$ cat src/hdl/bls_pkg.sv
`timescale 1ns / 1ps
// ----------------------------------------------------------------------------
// bls_pkg
// Shared types and constants for the bounded LIFO stack.
// ----------------------------------------------------------------------------
package bls_pkg;

    localparam int DEPTH  = 64;
    localparam int ADDR_W = $clog2(DEPTH);
    localparam int FILL_W = 7;
    localparam int WORD_W = 32;

    typedef logic signed [WORD_W-1:0] t_word;
    typedef logic [ADDR_W-1:0]        t_addr;
    typedef logic [FILL_W-1:0]        t_fill;

    typedef enum logic [1:0] {
        CMD_PUSH = 2'd0,
        CMD_POP  = 2'd1,
        CMD_PEEK = 2'd2,
        CMD_DUMP = 2'd3
    } t_cmd;

    typedef enum logic [1:0] {
        ST_OK    = 2'd0,
        ST_OVER  = 2'd1,
        ST_EMPTY = 2'd2
    } t_status;

    typedef enum logic [1:0] {
        S_IDLE,
        S_FETCH,
        S_LOAD,
        S_OUT
    } t_state;

    // controller to datapath
    typedef struct packed {
        logic    push;       // write entry at the top and grow
        logic    pop;        // shrink by one
        logic    set_ptr;    // point the read port at the top entry
        logic    dec_ptr;    // step the read port one entry down
        logic    load_out;   // capture a result word
        logic    from_mem;   // result value comes from the read port
        t_status status;
        logic    last;
    } t_dp_cmd;

    // datapath to controller
    typedef struct packed {
        logic empty;
        logic full;
        logic ptr_zero;
    } t_dp_stat;

endpackage

$ cat src/hdl/bls_datapath.sv
`timescale 1ns / 1ps
// ----------------------------------------------------------------------------
// bls_datapath
// Entry memory, fill counter, read pointer and result register.
// ----------------------------------------------------------------------------
module bls_datapath (
    input  logic               i_clk,
    input  logic               i_rst_n,
    input  bls_pkg::t_dp_cmd   i_cmd,
    input  bls_pkg::t_word     i_push_value,
    output bls_pkg::t_dp_stat  o_stat,
    output bls_pkg::t_word     o_read_value,
    output bls_pkg::t_status   o_status,
    output bls_pkg::t_fill     o_fill_level,
    output logic               o_last
);
    import bls_pkg::*;

    t_word   r_mem [DEPTH];
    t_word   r_rdata;
    t_fill   r_count;
    t_fill   n_count;
    t_addr   r_ptr;
    t_addr   n_ptr;
    t_word   r_value;
    t_status r_status;
    t_fill   r_fill;
    logic    r_last;

    always_comb begin
        n_count = r_count;
        if (i_cmd.push) begin
            n_count = r_count + t_fill'(1);
        end else if (i_cmd.pop) begin
            n_count = r_count - t_fill'(1);
        end
    end

    always_comb begin
        n_ptr = r_ptr;
        if (i_cmd.set_ptr) begin
            n_ptr = t_addr'(r_count - t_fill'(1));
        end else if (i_cmd.dec_ptr) begin
            n_ptr = r_ptr - t_addr'(1);
        end
    end

    always_ff @(posedge i_clk) begin
        if (!i_rst_n) begin
            r_count <= '0;
        end else begin
            r_count <= n_count;
        end
    end

    always_ff @(posedge i_clk) begin
        r_ptr <= n_ptr;
    end

    // single write port at the top, registered read at the pointer
    always_ff @(posedge i_clk) begin
        if (i_cmd.push) begin
            r_mem[r_count[ADDR_W-1:0]] <= i_push_value;
        end
        r_rdata <= r_mem[r_ptr];
    end

    always_ff @(posedge i_clk) begin
        if (i_cmd.load_out) begin
            r_value  <= i_cmd.from_mem ? r_rdata : '0;
            r_status <= i_cmd.status;
            r_fill   <= n_count;
            r_last   <= i_cmd.last;
        end
    end

    assign o_stat.empty    = (r_count == '0);
    assign o_stat.full     = (r_count == t_fill'(DEPTH));
    assign o_stat.ptr_zero = (r_ptr == '0);

    assign o_read_value = r_value;
    assign o_status     = r_status;
    assign o_fill_level = r_fill;
    assign o_last       = r_last;

endmodule

$ cat src/hdl/bls_ctrl.sv
`timescale 1ns / 1ps
// ----------------------------------------------------------------------------
// bls_ctrl
// Command sequencer: decodes each word, drives the datapath, paces results.
// ----------------------------------------------------------------------------
module bls_ctrl (
    input  logic               i_clk,
    input  logic               i_rst_n,
    input  logic               i_in_valid,
    output logic               o_in_ready,
    input  bls_pkg::t_cmd      i_cmd,
    output logic               o_out_valid,
    input  logic               i_out_ready,
    input  bls_pkg::t_dp_stat  i_stat,
    output bls_pkg::t_dp_cmd   o_dp_cmd
);
    import bls_pkg::*;

    t_state r_state;
    t_state n_state;
    t_cmd   r_cmd;

    always_ff @(posedge i_clk) begin
        if (!i_rst_n) begin
            r_state <= S_IDLE;
        end else begin
            r_state <= n_state;
        end
    end

    always_ff @(posedge i_clk) begin
        if (r_state == S_IDLE && i_in_valid) begin
            r_cmd <= i_cmd;
        end
    end

    always_comb begin
        n_state = r_state;
        case (r_state)
            S_IDLE: begin
                if (i_in_valid) begin
                    if (i_cmd == CMD_PUSH || i_stat.empty) begin
                        n_state = S_OUT;
                    end else begin
                        n_state = S_FETCH;
                    end
                end
            end
            S_FETCH: n_state = S_LOAD;
            S_LOAD:  n_state = S_OUT;
            S_OUT: begin
                if (i_out_ready) begin
                    if (r_cmd == CMD_DUMP && !i_stat.ptr_zero) begin
                        n_state = S_FETCH;
                    end else begin
                        n_state = S_IDLE;
                    end
                end
            end
            default: n_state = S_IDLE;
        endcase
    end

    always_comb begin
        o_in_ready  = 1'b0;
        o_out_valid = 1'b0;
        o_dp_cmd    = '0;
        case (r_state)
            S_IDLE: begin
                o_in_ready = 1'b1;
                if (i_in_valid) begin
                    o_dp_cmd.last = 1'b1;
                    if (i_cmd == CMD_PUSH) begin
                        o_dp_cmd.load_out = 1'b1;
                        if (i_stat.full) begin
                            o_dp_cmd.status = ST_OVER;
                        end else begin
                            o_dp_cmd.push   = 1'b1;
                            o_dp_cmd.status = ST_OK;
                        end
                    end else if (i_stat.empty) begin
                        o_dp_cmd.load_out = 1'b1;
                        o_dp_cmd.status   = ST_EMPTY;
                    end else begin
                        o_dp_cmd.set_ptr = 1'b1;
                        o_dp_cmd.pop     = (i_cmd == CMD_POP);
                    end
                end
            end
            S_LOAD: begin
                o_dp_cmd.load_out = 1'b1;
                o_dp_cmd.from_mem = 1'b1;
                o_dp_cmd.status   = ST_OK;
                o_dp_cmd.last     = (r_cmd != CMD_DUMP) || i_stat.ptr_zero;
            end
            S_OUT: begin
                o_out_valid = 1'b1;
                // advance to the next entry down while dumping
                if (i_out_ready && r_cmd == CMD_DUMP && !i_stat.ptr_zero) begin
                    o_dp_cmd.dec_ptr = 1'b1;
                end
            end
            default: begin
                o_dp_cmd = '0;
            end
        endcase
    end

endmodule

$ cat src/hdl/bounded_lifo_stack.sv
`timescale 1ns / 1ps
// ----------------------------------------------------------------------------
// bounded_lifo_stack
// Bounded LIFO stack of signed 32-bit words with push, pop, peek and dump.
// ----------------------------------------------------------------------------
// The stack takes one command word at a time and returns its results before
// it takes the next. Push, full or not, and any other command that finds the
// stack empty, shows its result in the cycle after acceptance. Pop and peek
// set the read pointer on acceptance, read the entry memory through its
// registered port in the fetch state, load the result register in the load
// state and show it in the out state. Dump walks the entries top to bottom
// this way, one memory read per result, stepping the pointer down as each
// word is taken. The input is ready again in the cycle after the last result
// is taken. The 64-word entry memory needs no clearing after reset.
module bounded_lifo_stack (
    input  logic              i_clk,
    input  logic              i_rst_n,
    input  logic              i_in_valid,
    output logic              o_in_ready,
    input  bls_pkg::t_cmd     i_cmd,
    input  bls_pkg::t_word    i_push_value,
    output logic              o_out_valid,
    input  logic              i_out_ready,
    output bls_pkg::t_word    o_read_value,
    output bls_pkg::t_status  o_status,
    output bls_pkg::t_fill    o_fill_level,
    output logic              o_last
);
    import bls_pkg::*;

    t_dp_cmd  dp_cmd;
    t_dp_stat dp_stat;

    bls_ctrl u_ctrl (
        .i_clk       (i_clk),
        .i_rst_n     (i_rst_n),
        .i_in_valid  (i_in_valid),
        .o_in_ready  (o_in_ready),
        .i_cmd       (i_cmd),
        .o_out_valid (o_out_valid),
        .i_out_ready (i_out_ready),
        .i_stat      (dp_stat),
        .o_dp_cmd    (dp_cmd)
    );

    bls_datapath u_datapath (
        .i_clk        (i_clk),
        .i_rst_n      (i_rst_n),
        .i_cmd        (dp_cmd),
        .i_push_value (i_push_value),
        .o_stat       (dp_stat),
        .o_read_value (o_read_value),
        .o_status     (o_status),
        .o_fill_level (o_fill_level),
        .o_last       (o_last)
    );

endmodule
$ cat config.mk
export PLATFORM = sky130hd
export DESIGN_NAME = bounded_lifo_stack
export DESIGN_NICKNAME = d
export VERILOG_FILES = /design/src/hdl/bls_pkg.sv /design/src/hdl/bls_datapath.sv /design/src/hdl/bls_ctrl.sv /design/src/hdl/bounded_lifo_stack.sv
export SDC_FILE = /design/constraint.sdc
export NUM_CORES = 2
export LEC_CHECK = 0
export ABC_AREA = 1
export BUFFER_PORTS_ARGS = -buffer_cell sky130_fd_sc_hd__buf_2
export CORE_MARGIN = 3
export CORE_UTILIZATION = 43
export DETAILED_ROUTE_END_ITERATION = 16
export PLACE_DENSITY = 0.69
export SLEW_MARGIN = 25
export SYNTH_ARGS = -nofsm -noshare
export SYNTH_HDL_FRONTEND = slang
export SYNTH_SLANG_ARGS = --single-unit
$ cat constraint.sdc
create_clock -name i_clk -period 5.7 [get_ports i_clk]
set_input_delay 1.14 -clock i_clk [delete_from_list [all_inputs] [get_ports i_clk]]
set_output_delay 1.14 -clock i_clk [all_outputs]
set_load 0.01 [all_outputs]
* Yosys cells after proc, flatten, opt, wreduce, memory -nomap -nowiden
Memory sizes are Yosys's and may differ from the RTL's. A register that Yosys moved wholly into a read port is not among the register bits.
Index checks and enable logic that the tools add are counted.
** Operators by class
- Add/sub/neg operators :: 3
- $mul :: 0
- Divide/modulo/power cells :: 0
- Order comparisons :: 0
- Equal/unequal tests :: 9
- Shift operators :: 0
- Mux-type cells :: 31
- Bitwise gates (word level) :: 0
- Reductions and logical operators :: 13
** Operators with widths (count)
- $mux W1 :: 14
- $mux W2 :: 7
- $mux W7 :: 2
- $mux W6 :: 2
- $mux W3 :: 3
- $pmux W2 S4 :: 1
- $add A7 B1 Y7 const B :: 1
- $eq A7 B7 Y1 const B :: 1
- $logic_not A7 Y1 :: 1
- $sub A7 B1 Y7 const B :: 1
- $eq A2 B2 Y1 const B :: 3
- $logic_not A6 Y1 :: 1
- $ne A2 B2 Y1 const B :: 3
- $pmux W3 S2 :: 1
- $sub A6 B1 Y6 const B :: 1
- $eq A2 B1 Y1 const B :: 2
- $logic_and A1 B1 Y1 :: 4
- $logic_not A2 Y1 :: 2
- $logic_or A1 B1 Y1 :: 2
- $pmux W1 S2 :: 1
- $reduce_and A2 Y1 :: 1
- $reduce_bool A2 Y1 :: 1
- $logic_not A1 Y1 :: 1
** Word-level totals
- Register bits after elaboration :: 59
- Latch bits :: 0
- Memory bits (writable) :: 2048
- Bits in read-only memories :: 0
- Input bits :: 38
- Output and inout port bits :: 44
- Word-level logic and storage cells :: 65
- Memories kept :: 1
** Memory list
- u_datapath.r_mem :: words 64, bits a word 32, rd ports 1, clocked after Yosys merged registers in 1, wr ports 1, RTL line bls_datapath.sv:19 : t_word r_mem [DEPTH];

* Logic depth before layout (Yosys ltp)
- Depth after elaboration :: 7
- Mapped depth :: 14
- Depth with buffers taken out :: 12

* Modules after synthesis
Synthesis repeated with hierarchy kept, for this count alone.
** Unflattened totals
- Cell total of the unflattened synthesis :: 8478
- Area, all modules :: 89699.8 um^2
** By module, submodules not included
- bls_datapath :: times used 1, cells an instance 8432, area each 89393.2 um^2, sequential area each 63721.1 um^2
- bls_ctrl :: times used 1, cells an instance 46, area each 306.5 um^2, sequential area each 100.1 um^2

* Least setup slack after synthesis
Ideal clock, no wire load.
- Path type :: in2reg
- Start point :: in i_cmd[1]
- End point :: reg u_datapath.r_fill[0], in the netlist u_datapath.o_fill_level[0] (enable)
- Setup time :: 0.500 ns
- Arrival time :: 4.405 ns
- Data required time :: 5.200 ns
- Setup slack :: 0.796 ns
- Stages on the path :: 3
- Path buffers :: 0
- Cells stage by stage :: nor2_1 a21oi_1 o21ai_0
** RTL lines
- from (decl) :: RTL line bounded_lifo_stack.sv:20 : input bls_pkg::t_cmd i_cmd,
- to (signal assigned) :: RTL line bls_datapath.sv:72 : r_fill <= n_count;
- to (decl) :: RTL line bls_datapath.sv:27 : t_fill r_fill;

* Worst setup path in the final report
- Start point :: reg u_datapath.r_count[3]
- End point :: mem u_datapath.r_mem[23][21] (netlist name) (enable)
** On the way
- Cells in the longest elaborated chain, start to end :: 7
** RTL lines
- from (decl) :: RTL line bls_datapath.sv:21 : t_fill r_count;
- from (signal assigned) :: RTL line bls_datapath.sv:52 : r_count <= n_count;
- $eq A7 B7 Y1 :: RTL line bls_datapath.sv:78 : assign o_stat.full = (r_count == t_fill'(DEPTH));
- $mux W1 :: RTL line bls_ctrl.sv:75 : if (i_stat.full) begin
- $mux W1 :: RTL line bls_ctrl.sv:73 : if (i_cmd == CMD_PUSH) begin
- $mux W3 :: RTL line bls_ctrl.sv:71 : if (i_in_valid) begin
- $mux W3 :: RTL line bls_ctrl.sv:68 : case (r_state)
- $mux W1 :: RTL line bls_datapath.sv:62 : if (i_cmd.push) begin
- $mux W1 (implied by the code) :: RTL line bls_datapath.sv:63 : r_mem[r_count[ADDR_W-1:0]] <= i_push_value;
- to (decl) :: RTL line bls_datapath.sv:19
Parallel ways exist; a longest one is shown, timed or not.

==> impl_metrics.py <==
metrics = {
    "timing": {
        "slew_viol_final": 0,
        "tightestPinTransition_ps": 1110,
        "worst_slack_ps": 1600,
        "hold_violations": 0,
        "fin_setup_tns_ps": 0,
        "setup_viol": 0,
        "rsz0062_at_grt": "no",
        "max_freq_ghz": 0.244,
        "fin_crit_sh_pct": 71.9,
        "relSlewSlack_pct": 25.9,
        "fin_skew_ps": 71.5,
        "period_needed_ps": 4100,
    },
    "final_layout": {
        "nNetsFinal": 7883,
        "fin_area_um2": 98600,
        "area_delta_synth_final_pct": 12.0,
        "fillerInstances": 17400,
        "drive_above_1_share_pct": 8.06,
        "antenna_cells": 0,
        "fin_util_pct": 48.6,
    },
    "clock_tree": {
        "cts_tree": "yes",
        "cts_hold_buf": 0,
        "cts_sinks": 2139,
        "htreeDepth": 4,
        "cts_buffer_depth": 3,
        "postCtsResizedCells": 0,
        "clk_pin_slew_worst_paths_ps": 60,
        "clock-root-buffer": "clkbuf_16",
        "cts_buffers": 210,
        "clock_latency_ps": 880,
        "cts_setup_buffers": 0,
    },
    "yosys": {
        "synthFlopType": "edfxtp_1",
        "yosys_warnings": 0,
        "ys_seq_area_share_pct": 72.5,
        "async_reset_ff_share_pct": 0,
        "syn_nets": 7900,
        "synth_top_area_share_pct": 71.5,
        "syn_inst": 7855,
        "synth-edff-count": 2098,
        "yosysTopAreaCell": "edfxtp_1",
        "synth_most_common_cell": "nand2_1",
        "ys_ff_latch": 2139,
        "yosys-top-cells-count": "nand2_1 (2584), edfxtp_1 (2098), nand3_1 (991)",
        "synthTopCellsByArea": "edfxtp_1 (72%), nand2_1 (11%), nand3_1 (5.6%)",
        "avgSynthCellArea_um2": 11.2,
        "synth.distinct_cells": 31,
        "synthesis.area_um2": 88100,
    },
    "floorplan": {
        "start_util_pct": 43.4,
        "die_area_um2": 210000,
        "die_x_um": 459,
        "rows": 165,
        "ios": 82,
        "die-height_um": 459,
        "core_um2": 203000,
    },
    "routing": {
        "wirelength_um": 244000,
        "drt_iter0_drc": 9163,
        "drcViolationCount": 0,
        "wl_per_cell_um": 22.8,
        "dr.pass1.iters": 8,
        "vias_per_cell": 5.47,
        "wl_met2_um": 107000,
        "vias": 58400,
        "wl_met1_um": 98900,
        "highest_layer": "met4",
        "ant_nets": 0,
        "wl_met3_um": 29000,
    },
    "placed_design": {
        "gp_congestion": 0.950,
        "place_hpwl_um": 137000,
        "placedInstanceArea_um2": 91400,
        "numPortBuffers": 81,
        "dp_worst_setup_slack_ps": 1300,
    },
    "worst_setup_path": {
        "critPathMaxFanout": 21,
        "crit_arrival_ps": 4630,
        "critical_path.endpoint_type": "register",
        "crit_path_start_kind": "register",
        "cp.required_ps": 6230,
        "crit_slowest_cell": "nor2_4",
        "r2r_setup_slack_ps": 1600,
        "crit_type": "reg2reg",
        "path_cells": "inv_1 -> nand2_2 -> nor2_4 -> a21oi_4 -> nand2_1 -> nor2_4 -> buf_4",
        "cpMostUsedCell": "nor2_4",
        "cpPeakStageDelay_ps": 830,
    },
    "grt": {
        "grt_antenna_before_repair": 9,
        "grt_pass1_vias": 54300,
        "grt_overflow": 0,
        "grt_max_degree": 194,
        "grt.total_usage_pct": 22.7,
        "grt_pass1_wl_um": 357000,
    },
    "run_status": {
        "outcome": "finished clean",
    },
    "power_and_ir_drop": {
        "power.density_nw_per_um2": 352,
        "p_leak_nw": 37.1,
        "peakVddDrop_uv": 340,
        "finalPower_w": 0.0347,
    },
    "job": {
        "cap_violations": 0,
    },
    "hold_path": {
        "hold_class": "in2reg",
    },
}
stage by stage:
stage	hold slack [ps]	std cells
floorplan	465	7855
global placement	478	10300
detailed placement	493	10300
CTS	440	10700
global route	465	10700
finish	491	10700
state kept, by name, summed over array words and instances, names as in the netlist:
signal and cells:
u_datapath.o_fill_level 7, u_ctrl.r_state 2, u_datapath.r_ptr 6, u_datapath.r_rdata 32
u_datapath.o_last 1, u_datapath.r_count 7, u_datapath.r_mem 2048, u_datapath.o_status 2
u_ctrl.r_cmd 2, u_datapath.o_read_value 32
worst paths after layout:
check	to	cells past startpoint	startpoint
max	u_datapath.r_mem[23][21]$_DFFE_PP_	7	u_datapath.r_count[3]$_SDFF_PN0_
min	u_ctrl.r_cmd[1]$_DFFE_PP_	1	i_cmd[1]
max reg2reg	u_datapath.r_mem[23][21]$_DFFE_PP_	7	u_datapath.r_count[3]$_SDFF_PN0_
min reg2reg	u_datapath.o_read_value[23]$_SDFFCE_PN0P_	2	u_datapath.r_rdata[23]$_DFF_P_
layer usage:
| layer | GRT usage, % | vias up |
|---|---|---|
| met5 | 0 | - |
| met4 | 8.00 | 0 |
| met3 | 5.16 | 381 |
| met2 | 33.6 | 3354 |
| met1 | 33.0 | 28200 |
| li1 | - | 26500 |
layout make-up:
| type | instances | area (µm²) | share of cell area (%) |
|---|---|---|---|
| Inverter | 527 | 2000 | 2.03 |
| Multi-Input combinational cell | 4746 | 20500 | 20.8 |
| Tap cell | 2672 | 3340 | 3.39 |
| Sequential cell | 2139 | 63800 | 64.7 |
| Clock inverter | 130 | 1440 | 1.46 |
| Timing Repair Buffer | 214 | 1970 | 2.00 |
| Clock buffer | 261 | 5540 | 5.62 |
report_power, final:
part	leakage, nW	internal [W]	switching (W)
Sequential	19.2	0.0176	0.000124
Combinational	14.5	0.000720	0.00237
Clock	3.41	0.00797	0.00599
Total	37.1	0.0263	0.00848
cells in the final DEF, fill, tap and decap left out, drive strengths merged:
master    instances
buf             214
o21ai           217
xnor2             2
inv             529
nand3           992
o211ai           53
nand4             2
edfxtp         2098
o22ai             1
ha                7
a21oi           142
or2              48
xor2              7
nand2          2585
nor3             10
clkinv          102
clkbuf          261
nor2            680
dfxtp            41
bufinv           23
clkinvlp          3
critical path: cells and delay by family (launching register included):
family,cells,cell delay (ps)
and+or+nand+nor,4,2130
buffers and inverters,2,490
DFF,1,520
AOI/OAI and AO/OA,1,570
cell families after synthesis:
| group | count (synthesis) | synth area share, % |
|---|---|---|
| DFF | 2139 | 72.5 |
| xor gates and xnor gates | 9 | 0.0895 |
| AOI/OAI and AO/OA | 413 | 2.51 |
| adders and majority gates | 7 | 0.0994 |
| and+or+nand+nor | 4317 | 20.0 |
| buffers and inverters | 970 | 4.85 |
No activity file was read; power rests on OpenSTA's default activity.
